$ cat config.mk
export PLATFORM = sky130hd
export DESIGN_NAME = three_band_biquad_eq_with_ramp_unit_flat
export DESIGN_NICKNAME = d
export VERILOG_FILES = /design/src/rtl/tbeq_pkg.sv /design/src/rtl/tbeq_in_if.sv /design/src/rtl/tbeq_out_if.sv /design/src/rtl/tbeq_ram.sv /design/src/rtl/three_band_biquad_eq_with_ramp_unit.sv /design/src/flat_wrapper.sv
export SDC_FILE = /design/constraint.sdc
export NUM_CORES = 2
export LEC_CHECK = 0
export BUFFER_PORTS_ARGS = -buffer_cell sky130_fd_sc_hd__buf_4
export CORE_MARGIN = 2
export CORE_UTILIZATION = 55
export CTS_CLUSTER_SIZE = 8
export DETAILED_ROUTE_END_ITERATION = 10
export PLACE_DENSITY = 0.71
export SYNTH_ARGS = -nofsm -noshare
export SYNTH_HDL_FRONTEND = slang
export SYNTH_SLANG_ARGS = --single-unit
$ cat constraint.sdc
create_clock -name i_clk -period 24.7 [get_ports i_clk]
set_input_delay 4.94 -clock i_clk [delete_from_list [all_inputs] [get_ports i_clk]]
set_output_delay 4.94 -clock i_clk [all_outputs]
set_load 0.01 [all_outputs]
$ cat src/rtl/tbeq_pkg.sv
// ---------------------------------------------------------------------------
// Three band equalizer package
// Shared constants, register indexes, state type and small lookup functions.
// ---------------------------------------------------------------------------
`default_nettype none

package tbeq_pkg;

    // Default parameter values.
    localparam int DEF_SAMPLE_WIDTH = 24;
    localparam int DEF_COEF_WIDTH   = 21;

    // Storage geometry.
    localparam int NUM_COEFS = 15;
    localparam int NUM_WORDS = 5;
    localparam int NUM_DELAY = 6;
    localparam int COEF_AW   = 4;
    localparam int DLY_AW    = 3;
    localparam int DLY_W     = 32;
    localparam int SLOT_BITS = 21;

    // Configuration port.
    localparam int CFG_W     = 63;
    localparam int CFG_IDX_W = 3;
    localparam int RAMP_W    = 16;
    localparam int THR_W     = 20;

    localparam logic [CFG_IDX_W-1:0] CFG_IDX_RAMP = 3'd5;
    localparam logic [CFG_IDX_W-1:0] CFG_IDX_FLAT = 3'd6;
    localparam logic [CFG_IDX_W-1:0] CFG_IDX_THR  = 3'd7;

    localparam logic [RAMP_W-1:0] RST_RAMP = 16'd16384;
    localparam logic [THR_W-1:0]  RST_THR  = 20'd4;
    localparam int                RND_HALF = 32768;

    // Sequencer states.
    typedef enum logic [2:0] {
        ST_IDLE,
        ST_RAMP,
        ST_RDEC,
        ST_SNAP,
        ST_FILT,
        ST_OUT
    } t_state;

    // True for the b0 entry of each band, which resets to unity.
    function automatic logic is_coef_b0(input logic [COEF_AW-1:0] addr);
        logic res;
        unique case (addr)
            4'd0, 4'd5, 4'd10: res = 1'b1;
            default:           res = 1'b0;
        endcase
        return res;
    endfunction

    // Coefficient offset within a band for each multiply step of a band:
    // b0*x, b1*x, a1*y, b2*x, a2*y.
    function automatic logic [2:0] op_coef(input logic [2:0] op);
        logic [2:0] res;
        unique case (op)
            3'd0:    res = 3'd0;
            3'd1:    res = 3'd1;
            3'd2:    res = 3'd3;
            3'd3:    res = 3'd2;
            3'd4:    res = 3'd4;
            default: res = 3'd0;
        endcase
        return res;
    endfunction

endpackage

`default_nettype wire

$ cat src/rtl/tbeq_in_if.sv
// ---------------------------------------------------------------------------
// Equalizer input channel
// Valid/ready channel carrying one input sample word.
// ---------------------------------------------------------------------------
`default_nettype none

interface tbeq_in_if #(
    parameter int SAMPLE_WIDTH = tbeq_pkg::DEF_SAMPLE_WIDTH
);
    logic                           valid;
    logic                           ready;
    logic signed [SAMPLE_WIDTH-1:0] sample_in;
    logic                           block_start;

    modport source (output valid, output sample_in, output block_start, input ready);
    modport sink   (input valid, input sample_in, input block_start, output ready);
endinterface

`default_nettype wire

$ cat src/rtl/tbeq_out_if.sv
// ---------------------------------------------------------------------------
// Equalizer output channel
// Valid/ready channel carrying one equalized sample word with status flags.
// ---------------------------------------------------------------------------
`default_nettype none

interface tbeq_out_if #(
    parameter int SAMPLE_WIDTH = tbeq_pkg::DEF_SAMPLE_WIDTH
);
    logic                           valid;
    logic                           ready;
    logic signed [SAMPLE_WIDTH-1:0] sample_out;
    logic                           bypassed;
    logic                           ramping;

    modport source (output valid, output sample_out, output bypassed, output ramping,
                    input ready);
    modport sink   (input valid, input sample_out, input bypassed, input ramping,
                    output ready);
endinterface

`default_nettype wire

$ cat src/rtl/tbeq_ram.sv
// ---------------------------------------------------------------------------
// Equalizer state memory
// Single write port, single read port memory with registered read data.
// ---------------------------------------------------------------------------
`default_nettype none

module tbeq_ram #(
    parameter int WIDTH = tbeq_pkg::DLY_W,
    parameter int DEPTH = tbeq_pkg::NUM_DELAY,
    parameter int AW    = tbeq_pkg::DLY_AW
) (
    input  wire logic             i_clk,
    input  wire logic             i_we,
    input  wire logic [AW-1:0]    i_waddr,
    input  wire logic [WIDTH-1:0] i_wdata,
    input  wire logic [AW-1:0]    i_raddr,
    output logic      [WIDTH-1:0] o_rdata
);
    logic [WIDTH-1:0] r_mem [DEPTH];
    logic [WIDTH-1:0] r_rdata;

    // Write port.
    always_ff @(posedge i_clk) begin
        if (i_we) begin
            r_mem[i_waddr] <= i_wdata;
        end
    end

    // Read port, registered read data.
    always_ff @(posedge i_clk) begin
        r_rdata <= r_mem[i_raddr];
    end

    assign o_rdata = r_rdata;
endmodule

`default_nettype wire

$ cat src/rtl/three_band_biquad_eq_with_ramp_unit.sv
// ---------------------------------------------------------------------------
// Three band biquad equalizer with coefficient ramp
// Low shelf, peak and high shelf biquads in cascade over a coefficient
// memory and a delay memory, with per-block ramping toward target values.
// ---------------------------------------------------------------------------
// Usage:
//  - i_in carries one sample word (sample_in, block_start); o_out returns one
//    word per input word (sample_out, bypassed, ramping), in order.
//  - Target coefficients, ramp factor, flat flag and snap threshold are
//    written on the i_cfg_* port while the block is idle.
//  - A bypassed word (flat target, no ramp running) skips the filter and
//    goes to the output register. A filtered word passes three bands of five
//    multiplies, each through the single coefficient read port.
//  - A block start on a filtered word adds a ramp pass (a read-modify-write
//    of each coefficient, plus the decision), and a snap pass when the
//    coefficients snap to target, one memory write per cycle.
//  - The next word is accepted as soon as the previous result sits in the
//    output register; a stalled receiver holds that register and the block
//    waits with its finished result until it is taken.
//  - Synchronous reset restores identity coefficients, zero delay state,
//    default configuration and an empty output register; memory contents
//    are covered by per-entry valid bits, so no clearing pass is needed.
// ---------------------------------------------------------------------------
`default_nettype none

module three_band_biquad_eq_with_ramp_unit #(
    parameter int SAMPLE_WIDTH = tbeq_pkg::DEF_SAMPLE_WIDTH,
    parameter int COEF_WIDTH   = tbeq_pkg::DEF_COEF_WIDTH
) (
    input  wire logic                           i_clk,
    input  wire logic                           i_rst_n,
    tbeq_in_if.sink                             i_in,
    tbeq_out_if.source                          o_out,
    input  wire logic                           i_cfg_we,
    input  wire logic [tbeq_pkg::CFG_IDX_W-1:0] i_cfg_idx,
    input  wire logic [tbeq_pkg::CFG_W-1:0]     i_cfg_data
);
    import tbeq_pkg::*;

    localparam int FRAC    = COEF_WIDTH - 4;
    localparam int PROD_W  = COEF_WIDTH + DLY_W;
    localparam int ACC_W   = PROD_W + 1;
    localparam int SUM_W   = ACC_W - FRAC + 2;
    localparam int MAG_W   = COEF_WIDTH;
    localparam int DIFF_W  = COEF_WIDTH + 1;
    localparam int RPROD_W = MAG_W + RAMP_W;
    localparam int CMP_W   = (MAG_W > THR_W) ? MAG_W : THR_W;

    localparam logic [CFG_W-1:0]      ONE_W   = CFG_W'(1) << FRAC;
    localparam logic [COEF_WIDTH-1:0] ONE_C   = COEF_WIDTH'(1) << FRAC;
    localparam logic [ACC_W:0]        ACC_HLF = (ACC_W + 1)'(1) << (FRAC - 1);

    // Configuration registers.
    logic [CFG_W-1:0]  r_cw [NUM_WORDS];
    logic [RAMP_W-1:0] r_k;
    logic              r_flat;
    logic [THR_W-1:0]  r_thr;

    always_ff @(posedge i_clk) begin
        if (!i_rst_n) begin
            r_cw[0] <= ONE_W;
            r_cw[1] <= ONE_W << (2 * SLOT_BITS);
            r_cw[2] <= '0;
            r_cw[3] <= ONE_W << SLOT_BITS;
            r_cw[4] <= '0;
            r_k     <= RST_RAMP;
            r_flat  <= 1'b1;
            r_thr   <= RST_THR;
        end else if (i_cfg_we) begin
            if (i_cfg_idx < CFG_IDX_W'(NUM_WORDS)) begin
                r_cw[i_cfg_idx] <= i_cfg_data;
            end else if (i_cfg_idx == CFG_IDX_RAMP) begin
                r_k <= i_cfg_data[RAMP_W-1:0];
            end else if (i_cfg_idx == CFG_IDX_FLAT) begin
                r_flat <= i_cfg_data[0];
            end else if (i_cfg_idx == CFG_IDX_THR) begin
                r_thr <= i_cfg_data[THR_W-1:0];
            end
        end
    end

    // Target coefficients unpacked from the configuration words.
    logic [COEF_WIDTH-1:0] w_tgt [NUM_COEFS];
    for (genvar gi = 0; gi < NUM_COEFS; gi++) begin : g_tgt
        assign w_tgt[gi] = r_cw[gi / 3][(gi % 3) * SLOT_BITS +: COEF_WIDTH];
    end

    // Sequencer registers.
    t_state              r_st, n_st;
    logic [COEF_AW-1:0]  r_idx, n_idx;
    logic [1:0]          r_ph, n_ph;
    logic [2:0]          r_op, n_op;
    logic [1:0]          r_band, n_band;
    logic                r_run, n_run;
    logic                r_byp, n_byp;
    logic [NUM_COEFS-1:0] r_cvld, n_cvld;
    logic [NUM_DELAY-1:0] r_dvld, n_dvld;

    // Datapath registers.
    logic signed [DLY_W-1:0]  r_v, n_v;
    logic signed [DLY_W-1:0]  r_y, n_y;
    logic signed [DLY_W-1:0]  r_z, n_z;
    logic signed [PROD_W-1:0] r_mprod, n_mprod;
    logic signed [ACC_W-1:0]  r_acc, n_acc;
    logic                     r_neg, n_neg;
    logic [MAG_W-1:0]         r_mag, n_mag;
    logic [COEF_WIDTH-1:0]    r_cur, n_cur;
    logic [RPROD_W-1:0]       r_rprod, n_rprod;
    logic [MAG_W-1:0]         r_gap, n_gap;

    // Output register.
    logic                    r_ov, n_ov;
    logic [SAMPLE_WIDTH-1:0] r_osmp, n_osmp;
    logic                    r_obyp, n_obyp;
    logic                    r_oramp, n_oramp;

    // Memory ports.
    logic                  c_we;
    logic [COEF_AW-1:0]    c_waddr, c_raddr, r_cq;
    logic [COEF_WIDTH-1:0] c_wdata, c_rdata;
    logic                  d_we;
    logic [DLY_AW-1:0]     d_waddr, d_raddr, r_dq;
    logic [DLY_W-1:0]      d_wdata, d_rdata;

    tbeq_ram #(.WIDTH(COEF_WIDTH), .DEPTH(NUM_COEFS), .AW(COEF_AW)) u_coef_ram (
        .i_clk   (i_clk),
        .i_we    (c_we),
        .i_waddr (c_waddr),
        .i_wdata (c_wdata),
        .i_raddr (c_raddr),
        .o_rdata (c_rdata)
    );

    tbeq_ram #(.WIDTH(DLY_W), .DEPTH(NUM_DELAY), .AW(DLY_AW)) u_dly_ram (
        .i_clk   (i_clk),
        .i_we    (d_we),
        .i_waddr (d_waddr),
        .i_wdata (d_wdata),
        .i_raddr (d_raddr),
        .o_rdata (d_rdata)
    );

    // Read data with never-written entries replaced by their reset value.
    logic signed [COEF_WIDTH-1:0] w_cur;
    logic signed [DLY_W-1:0]      w_zrd;
    assign w_cur = r_cvld[r_cq] ? c_rdata : (is_coef_b0(r_cq) ? ONE_C : '0);
    assign w_zrd = r_dvld[r_dq] ? d_rdata : '0;

    // Ramp arithmetic.
    logic [COEF_WIDTH-1:0]    w_tsel;
    logic signed [DIFF_W-1:0] w_diff;
    logic [MAG_W-1:0]         w_mag;
    logic [RPROD_W:0]         w_rsum;
    logic [MAG_W-1:0]         w_st;
    logic [COEF_WIDTH-1:0]    w_new;
    logic [MAG_W-1:0]         w_rgap;
    assign w_tsel = w_tgt[r_idx];
    assign w_diff = DIFF_W'($signed(w_tsel)) - DIFF_W'(w_cur);
    assign w_mag  = w_diff[DIFF_W-1] ? MAG_W'(-w_diff) : MAG_W'(w_diff);
    assign w_rsum = {1'b0, r_rprod} + (RPROD_W + 1)'(RND_HALF);
    assign w_st   = w_rsum[RAMP_W +: MAG_W];
    assign w_new  = r_neg ? (r_cur - w_st) : (r_cur + w_st);
    assign w_rgap = r_mag - w_st;

    // Filter arithmetic.
    logic                      w_yop;
    logic signed [DLY_W-1:0]   w_oper;
    logic signed [PROD_W-1:0]  w_ce, w_oe;
    logic signed [ACC_W:0]     w_accx;
    logic signed [ACC_W-FRAC:0] w_rnd;
    logic signed [DLY_W-1:0]   w_zadd;
    logic signed [SUM_W-1:0]   w_sum;
    logic [SUM_W-DLY_W:0]      w_top;
    logic [DLY_W-1:0]          w_sat;
    logic [DLY_W-SAMPLE_WIDTH:0] w_ytop;
    logic [SAMPLE_WIDTH-1:0]   w_ysat;
    assign w_yop  = (r_op == 3'd2) || (r_op == 3'd4);
    assign w_oper = w_yop ? r_y : r_v;
    assign w_ce   = PROD_W'(w_cur);
    assign w_oe   = PROD_W'(w_oper);
    assign w_accx = (ACC_W + 1)'(r_acc) + $signed(ACC_HLF);
    assign w_rnd  = w_accx[ACC_W:FRAC];
    assign w_zadd = (r_op == 3'd4) ? '0 : r_z;
    assign w_sum  = SUM_W'(w_rnd) + SUM_W'(w_zadd);
    assign w_top  = w_sum[SUM_W-1:DLY_W-1];
    assign w_sat  = ((&w_top) || !(|w_top)) ? w_sum[DLY_W-1:0]
                  : {w_sum[SUM_W-1], {(DLY_W - 1){~w_sum[SUM_W-1]}}};
    assign w_ytop = r_y[DLY_W-1:SAMPLE_WIDTH-1];
    assign w_ysat = ((&w_ytop) || !(|w_ytop)) ? r_y[SAMPLE_WIDTH-1:0]
                  : {r_y[DLY_W-1], {(SAMPLE_WIDTH - 1){~r_y[DLY_W-1]}}};

    // Handshake outputs.
    assign i_in.ready       = (r_st == ST_IDLE);
    assign o_out.valid      = r_ov;
    assign o_out.sample_out = r_osmp;
    assign o_out.bypassed   = r_obyp;
    assign o_out.ramping    = r_oramp;

    // Next state, memory control and datapath updates.
    always_comb begin
        n_st    = r_st;
        n_idx   = r_idx;
        n_ph    = r_ph;
        n_op    = r_op;
        n_band  = r_band;
        n_run   = r_run;
        n_byp   = r_byp;
        n_cvld  = r_cvld;
        n_dvld  = r_dvld;
        n_v     = r_v;
        n_y     = r_y;
        n_z     = r_z;
        n_mprod = r_mprod;
        n_acc   = r_acc;
        n_neg   = r_neg;
        n_mag   = r_mag;
        n_cur   = r_cur;
        n_rprod = r_rprod;
        n_gap   = r_gap;
        n_ov    = r_ov;
        n_osmp  = r_osmp;
        n_obyp  = r_obyp;
        n_oramp = r_oramp;
        c_we    = 1'b0;
        c_waddr = r_idx;
        c_wdata = w_new;
        c_raddr = r_idx;
        d_we    = 1'b0;
        d_waddr = {r_band, 1'b0};
        d_wdata = w_sat;
        d_raddr = {r_band, 1'b0} + {2'b00, (r_op == 3'd2)};

        // The output word leaves when the receiver takes it.
        if (r_ov && o_out.ready) begin
            n_ov = 1'b0;
        end

        unique case (r_st)
            ST_IDLE: begin
                if (i_in.valid) begin
                    n_v    = DLY_W'(i_in.sample_in);
                    n_ph   = '0;
                    n_idx  = '0;
                    n_op   = '0;
                    n_band = '0;
                    n_gap  = '0;
                    if (r_flat && !r_run) begin
                        n_y   = DLY_W'(i_in.sample_in);
                        n_byp = 1'b1;
                        n_st  = ST_OUT;
                    end else begin
                        n_byp = 1'b0;
                        n_st  = i_in.block_start ? ST_RAMP : ST_FILT;
                    end
                end
            end

            // Each coefficient in turn: read, difference, scale, write.
            ST_RAMP: begin
                n_ph = r_ph + 2'd1;
                unique case (r_ph)
                    2'd0: ;
                    2'd1: begin
                        n_neg = w_diff[DIFF_W-1];
                        n_mag = w_mag;
                        n_cur = w_cur;
                    end
                    2'd2: begin
                        n_rprod = RPROD_W'(r_mag) * RPROD_W'(r_k);
                    end
                    default: begin
                        c_we           = 1'b1;
                        n_cvld[r_idx]  = 1'b1;
                        if (w_rgap > r_gap) begin
                            n_gap = w_rgap;
                        end
                        if (r_idx == COEF_AW'(NUM_COEFS - 1)) begin
                            n_st = ST_RDEC;
                        end else begin
                            n_idx = r_idx + COEF_AW'(1);
                        end
                    end
                endcase
            end

            // Snap when the largest remaining gap is within the threshold.
            ST_RDEC: begin
                n_idx = '0;
                n_ph  = '0;
                if (CMP_W'(r_gap) <= CMP_W'(r_thr)) begin
                    n_st = ST_SNAP;
                end else begin
                    n_run = 1'b1;
                    n_st  = ST_FILT;
                end
            end

            ST_SNAP: begin
                c_we          = 1'b1;
                c_wdata       = w_tsel;
                n_cvld[r_idx] = 1'b1;
                if (r_idx == COEF_AW'(NUM_COEFS - 1)) begin
                    n_run = !r_flat;
                    n_st  = ST_FILT;
                end else begin
                    n_idx = r_idx + COEF_AW'(1);
                end
            end

            // Five multiplies per band, each through read, multiply, accumulate and write-back phases.
            ST_FILT: begin
                c_raddr = {r_band, 2'b00} + {2'b00, r_band} + {1'b0, op_coef(r_op)};
                n_ph    = r_ph + 2'd1;
                unique case (r_ph)
                    2'd0: ;
                    2'd1: begin
                        n_mprod = w_ce * w_oe;
                        n_z     = w_zrd;
                    end
                    2'd2: begin
                        n_acc = w_yop ? (r_acc - ACC_W'(r_mprod)) : ACC_W'(r_mprod);
                    end
                    default: begin
                        n_op = r_op + 3'd1;
                        if (r_op == 3'd0) begin
                            n_y = w_sat;
                        end else if (r_op == 3'd2) begin
                            d_we         = 1'b1;
                            d_waddr      = {r_band, 1'b0};
                            n_dvld[d_waddr] = 1'b1;
                        end else if (r_op == 3'd4) begin
                            d_we         = 1'b1;
                            d_waddr      = {r_band, 1'b1};
                            n_dvld[d_waddr] = 1'b1;
                            n_op         = '0;
                            n_v          = r_y;
                            n_band       = r_band + 2'd1;
                            if (r_band == 2'd2) begin
                                n_st = ST_OUT;
                            end
                        end
                    end
                endcase
            end

            // Load the output register once it is free or its word is being taken.
            ST_OUT: begin
                if (!r_ov || o_out.ready) begin
                    n_ov    = 1'b1;
                    n_osmp  = w_ysat;
                    n_obyp  = r_byp;
                    n_oramp = r_byp ? 1'b0 : r_run;
                    n_st    = ST_IDLE;
                end
            end

            default: n_st = ST_IDLE;
        endcase
    end

    // Control registers.
    always_ff @(posedge i_clk) begin
        if (!i_rst_n) begin
            r_st   <= ST_IDLE;
            r_idx  <= '0;
            r_ph   <= '0;
            r_op   <= '0;
            r_band <= '0;
            r_run  <= 1'b0;
            r_cvld <= '0;
            r_dvld <= '0;
            r_ov   <= 1'b0;
        end else begin
            r_st   <= n_st;
            r_idx  <= n_idx;
            r_ph   <= n_ph;
            r_op   <= n_op;
            r_band <= n_band;
            r_run  <= n_run;
            r_cvld <= n_cvld;
            r_dvld <= n_dvld;
            r_ov   <= n_ov;
        end
    end

    // Payload registers.
    always_ff @(posedge i_clk) begin
        r_byp   <= n_byp;
        r_v     <= n_v;
        r_y     <= n_y;
        r_z     <= n_z;
        r_mprod <= n_mprod;
        r_acc   <= n_acc;
        r_neg   <= n_neg;
        r_mag   <= n_mag;
        r_cur   <= n_cur;
        r_rprod <= n_rprod;
        r_gap   <= n_gap;
        r_osmp  <= n_osmp;
        r_obyp  <= n_obyp;
        r_oramp <= n_oramp;
        r_cq    <= c_raddr;
        r_dq    <= d_raddr;
    end
endmodule

`default_nettype wire

$ cat src/flat_wrapper.sv
// flat-port wrapper written by rule: the top's interface ports become plain ports
module three_band_biquad_eq_with_ramp_unit_flat import tbeq_pkg::*;
#(
    parameter int SAMPLE_WIDTH = tbeq_pkg::DEF_SAMPLE_WIDTH,
    parameter int COEF_WIDTH   = tbeq_pkg::DEF_COEF_WIDTH
)
  (i_clk, i_rst_n, i_cfg_we, i_cfg_idx, i_cfg_data, i_in_valid, i_in_sample_in, i_in_block_start, i_in_ready, o_out_valid, o_out_sample_out, o_out_bypassed, o_out_ramping, o_out_ready);
  tbeq_in_if #(.SAMPLE_WIDTH(SAMPLE_WIDTH)) i_in_i ();
  tbeq_out_if #(.SAMPLE_WIDTH(SAMPLE_WIDTH)) o_out_i ();
  input  wire logic i_clk;
  input  wire logic i_rst_n;
  input  wire logic i_cfg_we;
  input  wire logic [tbeq_pkg::CFG_IDX_W-1:0] i_cfg_idx;
  input  wire logic [tbeq_pkg::CFG_W-1:0] i_cfg_data;
  input wire logic [$bits(i_in_i.valid)-1:0] i_in_valid;
  input wire logic [$bits(i_in_i.sample_in)-1:0] i_in_sample_in;
  input wire logic [$bits(i_in_i.block_start)-1:0] i_in_block_start;
  output wire logic [$bits(i_in_i.ready)-1:0] i_in_ready;
  output wire logic [$bits(o_out_i.valid)-1:0] o_out_valid;
  output wire logic [$bits(o_out_i.sample_out)-1:0] o_out_sample_out;
  output wire logic [$bits(o_out_i.bypassed)-1:0] o_out_bypassed;
  output wire logic [$bits(o_out_i.ramping)-1:0] o_out_ramping;
  input wire logic [$bits(o_out_i.ready)-1:0] o_out_ready;
  assign i_in_i.valid = i_in_valid;
  assign i_in_i.sample_in = i_in_sample_in;
  assign i_in_i.block_start = i_in_block_start;
  assign i_in_ready = i_in_i.ready;
  assign o_out_valid = o_out_i.valid;
  assign o_out_sample_out = o_out_i.sample_out;
  assign o_out_bypassed = o_out_i.bypassed;
  assign o_out_ramping = o_out_i.ramping;
  assign o_out_i.ready = o_out_ready;
  three_band_biquad_eq_with_ramp_unit #(.SAMPLE_WIDTH(SAMPLE_WIDTH), .COEF_WIDTH(COEF_WIDTH)) u_core (.i_clk(i_clk), .i_rst_n(i_rst_n), .i_in(i_in_i), .o_out(o_out_i), .i_cfg_we(i_cfg_we), .i_cfg_idx(i_cfg_idx), .i_cfg_data(i_cfg_data));
endmodule
**Word-level counts from Yosys, hierarchy flattened**

Memory sizes are Yosys's and may differ from the RTL's. A register that Yosys moved wholly into a read port is not among the register bits.
Index checks and enable logic that the tools add are counted.

- Register bits after elaboration: 412
- RAM bits: 822
- Bits of input ports: 96
- Output and inout bits: 28
- Logic and storage cells: 264
- Memories kept: 3

- Add/subtract/negate cells: 16
- $mul: 2
- $lt $le $gt $ge: 12
- Equal/unequal tests: 32
- Muxes and demuxes: 108
- Bitwise logic cells: 11
- Reduce and logical (&&, ||, !) cells: 52

Memory list:

| name | words | bits a word | rd ports | clocked after memory_dff | wr ports | RTL line | RTL |
|---|---|---|---|---|---|---|---|
| u_core.r_cw | 5 | 63 | 5 | 0 | 5 | three_band_biquad_eq_with_ramp_unit.sv:54 | `logic [CFG_W-1:0] r_cw [NUM_WORDS];` |
| u_core.u_coef_ram.r_mem | 15 | 21 | 1 | 1 | 1 | tbeq_ram.sv:19 | `logic [WIDTH-1:0] r_mem [DEPTH];` |
| u_core.u_dly_ram.r_mem | 6 | 32 | 1 | 1 | 1 | tbeq_ram.sv:19 |  |

Operators with widths:

| operator | number |
|---|---|
| 32-bit 2-to-1 mux | 12 |
| 21-bit 2-to-1 mux | 9 |
| 32-bit one-hot mux with 2 select lines | 2 |
| 21-bit binary-select mux with 4-bit select | 1 |
| 63-bit 2-to-1 mux | 1 |
| 63-bit OR reduction | 1 |
| 3-bit 2-to-1 mux | 20 |
| 54-bit by 18-bit adder with 55-bit output, second input constant | 1 |
| 54-bit 2-to-1 mux | 1 |
| 54-bit by 53-bit subtractor with 54-bit output | 1 |
| 21-bit by 32-bit multiplier with 53-bit output | 1 |
| 21-bit one-hot mux with 2 select lines | 1 |
| 21-bit subtractor | 2 |
| 38-bit by 32-bit adder with 39-bit output | 1 |
| 37-bit by 16-bit adder with 37-bit output, second input constant | 1 |
| 21-bit by 16-bit multiplier with 37-bit output | 1 |
| 1-bit 2-to-1 mux | 33 |
| 15-bit one-hot mux with 2 select lines | 1 |
| 24-bit 2-to-1 mux | 1 |
| 21-bit by 21-bit subtractor with 22-bit output | 1 |
| 21-bit adder | 1 |
| 21-bit > comparator | 1 |
| 21-bit by 20-bit <= comparator with 1-bit output | 1 |
| 21-bit negation | 1 |
| 63 further kinds | 137 |

**Depth between registers and ports, before layout**

- Word-level depth: 10
- Depth in mapped cells: 38
- Depth with buffers taken out: 35

**Cells and area by module**

A second synthesis with hierarchy kept.

- Cell total of the unflattened synthesis: 8572
- Area total of the unflattened synthesis: 94190.3 um^2

Modules (own cells, without submodules):

| module | instances | cells each | area an instance (um^2) | sequential area each (um^2) |
|---|---|---|---|---|
| three_band_biquad_eq_with_ramp_unit | 1 | 7559 | 73641.9 | 20569.7 |
| tbeq_ram (u_core.u_coef_ram) | 1 | 595 | 12489.5 | 9879.5 |
| tbeq_ram (u_core.u_dly_ram) | 1 | 418 | 8059.0 | 6406.1 |

**Worst setup path before layout**

Ideal clock, no wire load.

- Kind: input -> register
- Start: input port i_rst_n
- End: memory u_core.r_cw[2][0], enable pin
- Setup time: 0.571 ns
- Arrival: 10.153 ns
- Required time: 24.129 ns
- Setup slack: 13.976 ns
- Cell stages on the path: 5
- Path buffers: 2
- Cell sequence: clkbuf_1 -> nor2b_1 -> clkbuf_1 -> nand2_1 -> o21ai_0

RTL lines:

| item | RTL line | RTL |
|---|---|---|
| start: declaration | flat_wrapper.sv:11 | `input wire logic i_rst_n;` |
| end: declaration | three_band_biquad_eq_with_ramp_unit.sv:54 |  |

**Final worst setup path**

- Start: register u_core.r_op[0]
- End: register u_core.r_mprod[52] (data pin)

- Longest elaborated chain between the ends: 4
- Elaborated cells between the ends (all ways): 5
- Those cells by class: mul (1); eq/ne (2); mux (1); reduce/logical (1)

Ends and longest elaborated chain:

| item | RTL line | RTL |
|---|---|---|
| start: declaration | three_band_biquad_eq_with_ramp_unit.sv:92 | `logic [2:0] r_op, n_op;` |
| start signal: assignment | three_band_biquad_eq_with_ramp_unit.sv:377 | `r_op <= n_op;` |
| 3-bit by 2-bit equality test with 1-bit output or 3-bit equality test (tied branches) | three_band_biquad_eq_with_ramp_unit.sv:177 | `assign w_yop = (r_op == 3'd2) \|\| (r_op == 3'd4);` |
| 1-bit logical OR * | three_band_biquad_eq_with_ramp_unit.sv:177 |  |
| 32-bit 2-to-1 mux * | three_band_biquad_eq_with_ramp_unit.sv:178 | `assign w_oper = w_yop ? r_y : r_v;` |
| 21-bit by 32-bit multiplier with 53-bit output * | three_band_biquad_eq_with_ramp_unit.sv:317 | `n_mprod = w_ce * w_oe;` |
| end signal: assignment | three_band_biquad_eq_with_ramp_unit.sv:392 | `r_mprod <= n_mprod;` |
| end: declaration | three_band_biquad_eq_with_ramp_unit.sv:103 | `logic signed [PROD_W-1:0] r_mprod, n_mprod;` |

Every way passes the cells marked *; elsewhere a longest branch is shown, timed or not.
A chain may end at the register's enable or synchronous reset.

==> impl_metrics.prom <==
# TYPE chip_impl_metric gauge
chip_impl_metric{name="start_util",unit="%"} 55.19
chip_impl_metric{name="ys_seq_elements",unit=""} 1272
chip_impl_metric{name="postRouteWirelength",unit="um"} 262500
chip_impl_info{name="regToRegStartpoint",value="u_core.r_op[0]"} 1
chip_impl_metric{name="top_cell_type_s_share_of_synthesized_area",unit="%"} 36.21
chip_impl_metric{name="die_h",unit="um"} 418.2
chip_impl_metric{name="power.density_cell_area",unit="nW/um^2"} 71.52
chip_impl_info{name="post-synth-top-area-cell",value="sky130_fd_sc_hd__edfxtp_1"} 1
chip_impl_info{name="rsz0062_at_grt",value="no"} 1
chip_impl_metric{name="ffs_w_async_s_r_synth",unit="%"} 0
chip_impl_metric{name="cts-hold-fix-buffers",unit=""} 0
chip_impl_metric{name="timing.reg2reg.setup_slack",unit="ns"} 12.77
chip_impl_metric{name="cts.repair_timing.setup_buffer_count",unit=""} 0
chip_impl_metric{name="port_buffers",unit=""} 123
chip_impl_metric{name="finish.net_count",unit=""} 10290
chip_impl_info{name="crit_slowest_cell",value="sky130_fd_sc_hd__buf_4"} 1
chip_impl_info{name="worst_hold_startpoint",value="u_core.r_dvld[2]"} 1
chip_impl_metric{name="number_of_global_route_vias_before_repair",unit=""} 69040
chip_impl_metric{name="syn_warnings",unit=""} 0
chip_impl_info{name="startpoint_type_of_the_worst_setup_path",value="flop"} 1
chip_impl_metric{name="weighted_congestion_reported_at_the_end_of_routability_driven_placement",unit=""} 0.9560
chip_impl_metric{name="pwr-share-clk",unit="%"} 31.8
chip_impl_info{name="worst_setup_path_end_kind",value="flop"} 1
chip_impl_metric{name="htree_num_levels",unit=""} 4
chip_impl_metric{name="swShare",unit="%"} 34.54
chip_impl_metric{name="clock_sinks",unit=""} 1272
chip_impl_metric{name="setup-violations-final",unit=""} 0
chip_impl_metric{name="slew_violations",unit=""} 0
chip_impl_info{name="synth_most_common_cell",value="sky130_fd_sc_hd__nand2_1"} 1
chip_impl_info{name="tritoncts",value="built"} 1
chip_impl_metric{name="synth_enable_flop_cells",unit=""} 1138
chip_impl_metric{name="finalSetupTns",unit="ns"} 0
chip_impl_metric{name="syn-instance-count",unit=""} 8760
chip_impl_metric{name="die_width",unit="um"} 418.2
chip_impl_info{name="status",value="finished clean"} 1
chip_impl_metric{name="reg2reg_depth",unit=""} 36
chip_impl_metric{name="dp_hpwl",unit="um"} 185000
chip_impl_metric{name="ioPinCount",unit=""} 124
chip_impl_info{name="synth.top_cells.by_area",value="sky130_fd_sc_hd__edfxtp_1 36%, sky130_fd_sc_hd__fa_1 20%, sky130_fd_sc_hd__ha_1 6.0%, sky130_fd_sc_hd__nand2_1 5.2%, sky130_fd_sc_hd__inv_1 4.8%"} 1
chip_impl_metric{name="fraction_of_final_layout_cells_sized_beyond_drive_strength_1",unit="%"} 8.454
chip_impl_metric{name="clock_latency_at_the_later_pin_of_the_worst_skew_pair",unit="ns"} 0.84
chip_impl_metric{name="timing.critical_path.required",unit="ns"} 25.29
chip_impl_info{name="r2r-end",value="u_core.r_mprod[52]"} 1
chip_impl_info{name="worst-setup-path-type",value="flop to flop"} 1
chip_impl_metric{name="critical_path_arrival",unit="ns"} 12.51
chip_impl_info{name="top_reg_cell_synth",value="sky130_fd_sc_hd__edfxtp_1"} 1
chip_impl_metric{name="floorplan.rows",unit=""} 152
chip_impl_metric{name="leakage",unit="nW"} 43.44
chip_impl_metric{name="final_antenna_net_count",unit=""} 0
chip_impl_metric{name="power.share.sequential",unit="%"} 37.8
chip_impl_metric{name="worst_slew_pin_slew",unit="ns"} 1.322
chip_impl_metric{name="critPathMaxFanout",unit=""} 62
chip_impl_metric{name="finalWorstSetupSlack",unit="ns"} 12.77
chip_impl_metric{name="area_overhead_of_the_layout_relative_to_synthesis",unit="%"} 9.480
chip_impl_metric{name="power.combinational.fraction",unit="%"} 30.3
chip_impl_metric{name="maxCapViolCount",unit=""} 0
chip_impl_metric{name="core_region_area",unit="um^2"} 171000
chip_impl_metric{name="depth_of_the_worst_hold_timing_path",unit=""} 1
chip_impl_metric{name="drt_pass1_iterations",unit=""} 6
chip_impl_metric{name="worst_ir_drop_vdd",unit="mV"} 0.07507
chip_impl_metric{name="initial_antenna_violation_count",unit=""} 5
chip_impl_metric{name="fillCellCount",unit=""} 13680
chip_impl_metric{name="maximum_number_of_pins_on_one_net_before_global_route_repair",unit=""} 86
chip_impl_metric{name="yosys.cell_types.count",unit=""} 99
chip_impl_metric{name="wire_length_of_the_first_global_routing_pass",unit="um"} 403200
chip_impl_info{name="cts_root_buffer",value="sky130_fd_sc_hd__clkbuf_16"} 1
chip_impl_metric{name="route.detailed.drc",unit=""} 0
chip_impl_metric{name="vias_per_cell",unit=""} 5.921
chip_impl_metric{name="synth_nets",unit=""} 10250
chip_impl_metric{name="timing.final.crit_period",unit="ns"} 11.93
chip_impl_metric{name="ys_seq_area_share",unit="%"} 39.06
chip_impl_metric{name="grt_overflow",unit=""} 0
chip_impl_metric{name="postSynthAreaPerCell",unit="um^2"} 10.77
chip_impl_metric{name="clock_path_buffers",unit=""} 3
chip_impl_info{name="min-delay-path-class",value="flop to flop"} 1
chip_impl_metric{name="post_cts_resized",unit=""} 0
chip_impl_metric{name="finalPower",unit="mW"} 7.389
chip_impl_metric{name="cell_int_power",unit="mW"} 4.836
chip_impl_metric{name="grt_util_all_layers",unit="%"} 30.43
chip_impl_metric{name="inserted_clock_buffers",unit=""} 180
chip_impl_metric{name="wl_per_cell",unit="um"} 23.48
chip_impl_metric{name="fmax",unit="MHz"} 83.84
chip_impl_metric{name="p_switching",unit="mW"} 2.552
chip_impl_metric{name="syn-cell-area",unit="um^2"} 94360
chip_impl_metric{name="drc_violation_total_after_the_first_tritonroute_iteration",unit=""} 5891
chip_impl_info{name="worst_hold_path.endpoint",value="u_core.r_dvld[2]"} 1
chip_impl_metric{name="max_stage_delay",unit="ns"} 0.75
chip_impl_info{name="synth.cells.most_frequent",value="1,312 x sky130_fd_sc_hd__nand2_1, 1,197 x sky130_fd_sc_hd__inv_1, 1,138 x sky130_fd_sc_hd__edfxtp_1"} 1
chip_impl_metric{name="clk_pin_slew_worst_paths",unit="ns"} 0.05
chip_impl_metric{name="detailedPlace.worstSlack",unit="ns"} 12.90
chip_impl_metric{name="timing.final.hold_violations",unit=""} 0
chip_impl_metric{name="num_vias",unit=""} 66190
chip_impl_metric{name="final_cycle_utilization_of_the_critical_path",unit="%"} 48.29
chip_impl_metric{name="max_slew_margin",unit="%"} 9.353
chip_impl_metric{name="die_area",unit="um^2"} 174900
chip_impl_metric{name="skew",unit="ns"} 0.08358
[cells in the final DEF (no fill, tap or decap), types with 114 or more instances in the layout]
cell	n
sky130_fd_sc_hd__and2_1	379
sky130_fd_sc_hd__clkbuf_16	182
sky130_fd_sc_hd__a21o_1	119
sky130_fd_sc_hd__xor2_1	114
sky130_fd_sc_hd__edfxtp_1	1138
sky130_fd_sc_hd__nor2_1	596
sky130_fd_sc_hd__mux4_2	141
sky130_fd_sc_hd__dfxtp_1	128
sky130_fd_sc_hd__a21oi_1	262
sky130_fd_sc_hd__nand2_1	1310
sky130_fd_sc_hd__ha_1	453
sky130_fd_sc_hd__fa_1	937
sky130_fd_sc_hd__clkbuf_1	123
sky130_fd_sc_hd__inv_1	1196
sky130_fd_sc_hd__and3_1	201
sky130_fd_sc_hd__xnor2_1	188
sky130_fd_sc_hd__o21ai_0	210
sky130_fd_sc_hd__buf_4	272
[area by class of cell]
type | count | area [um^2] | area share, %
tap | 2233 | 2794 | 2.704
clock inverter | 18 | 401.6 | 0.3888
timing repair buffer | 272 | 2042 | 1.977
inverter | 1205 | 4526 | 4.381
multi-input combinational | 5868 | 51620 | 49.97
clock buffer | 307 | 5044 | 4.882
antenna | 4 | 10.01 | 0.009689
sequential | 1272 | 36870 | 35.69
[sequential cells by signal, indices dropped and copies added (netlist names), 4 cells and up]
signal	flops
u_core.u_coef_ram.o_rdata	21
u_core.r_v	32
u_core.r_y	32
u_core.r_gap	21
u_core.r_rprod	22
u_core.r_mag	21
u_core.r_cw	315
u_core.r_dvld	6
u_core.u_coef_ram.r_mem	315
u_core.r_cur	21
u_core.r_acc	54
u_core.r_k	16
u_core.u_dly_ram.r_mem	192
u_core.r_mprod	53
u_core.r_cq	4
u_core.r_cvld	15
u_core.r_thr	20
u_core.u_dly_ram.o_rdata	32
u_core.o_out.sample_out	24
u_core.c_waddr	4
u_core.r_z	32
[worst max path at each step]
stage / from / to / slack (ns) / depth (start not counted)
floorplan: i_rst_n / u_core.r_cw[2][0] / 13.98 / 5
global placement: u_core.r_op[0] / u_core.r_mprod[52] / 13.00 / 36
detailed placement: u_core.r_op[0] / u_core.r_mprod[52] / 12.90 / 36
CTS: u_core.r_op[0] / u_core.r_mprod[52] / 12.90 / 36
global route: u_core.r_op[0] / u_core.r_mprod[52] / 12.11 / 36
finish: u_core.r_op[0] / u_core.r_mprod[52] / 12.77 / 36
[critical path, delay by kind of cell (launching register included)]
family          cells  cell delay (ns)
simple gates        6             1.71
buf+inv            10             2.92
fa+ha+maj           9             3.85
xor+xnor            1             0.10
compound gates     10             2.64
flops               1             0.36
[cell families (layout without fill, tap and decap cells)]
kind of cell / Yosys count / after routing / share of synthesized area (%)
adders and majority gates: 1391 / 1391 / 25.90
DFF: 1272 / 1272 / 39.06
muxes: 228 / 228 / 4.296
xor gates and xnor gates: 302 / 302 / 2.803
AOI/OAI and AO/OA: 1079 / 1079 / 7.610
other: 0 / 4 / 0
buffers and inverters: 1620 / 1802 / 6.506
and+or+nand+nor: 2868 / 2868 / 13.83
[power by group through the flow]
stage | registers, mW | clock network [mW] | logic, mW
after floorplan | 2.74 | 0 | 1.53
after global routing | 2.80 | 2.47 | 2.45
final | 2.79 | 2.35 | 2.24
after CTS | 2.79 | 2.38 | 2.22
after global placement | 2.83 | 0 | 2.16
after detailed placement | 2.83 | 0 | 2.21
[metrics by stage]
step	cell area [um^2]	std cells	utilization (%)	hold WS [ns]
after floorplan	94360	8760	-	0.3861
after global placement	97850	10850	57.23	0.4433
after detailed placement	97850	10850	57.23	0.4513
after CTS	103300	11180	60.42	0.4630
after global routing	103300	11180	60.42	0.4749
final	103300	11180	60.42	0.4611
[metal layers]
metal  vias to the layer above  part of all wire [%]  routed length (um)  global-route usage [%]
met2                      3025                    48              125500                   50.23
li1                      29140                     -                   -                       -
met1                     33300                    38              100600                   39.00
met3                       716                   8.6               22550                   5.475
met5                         -                 0.011                  30                       0
met4                         4                   5.3               13800                   14.58
(Power assumes the default switching activity.)
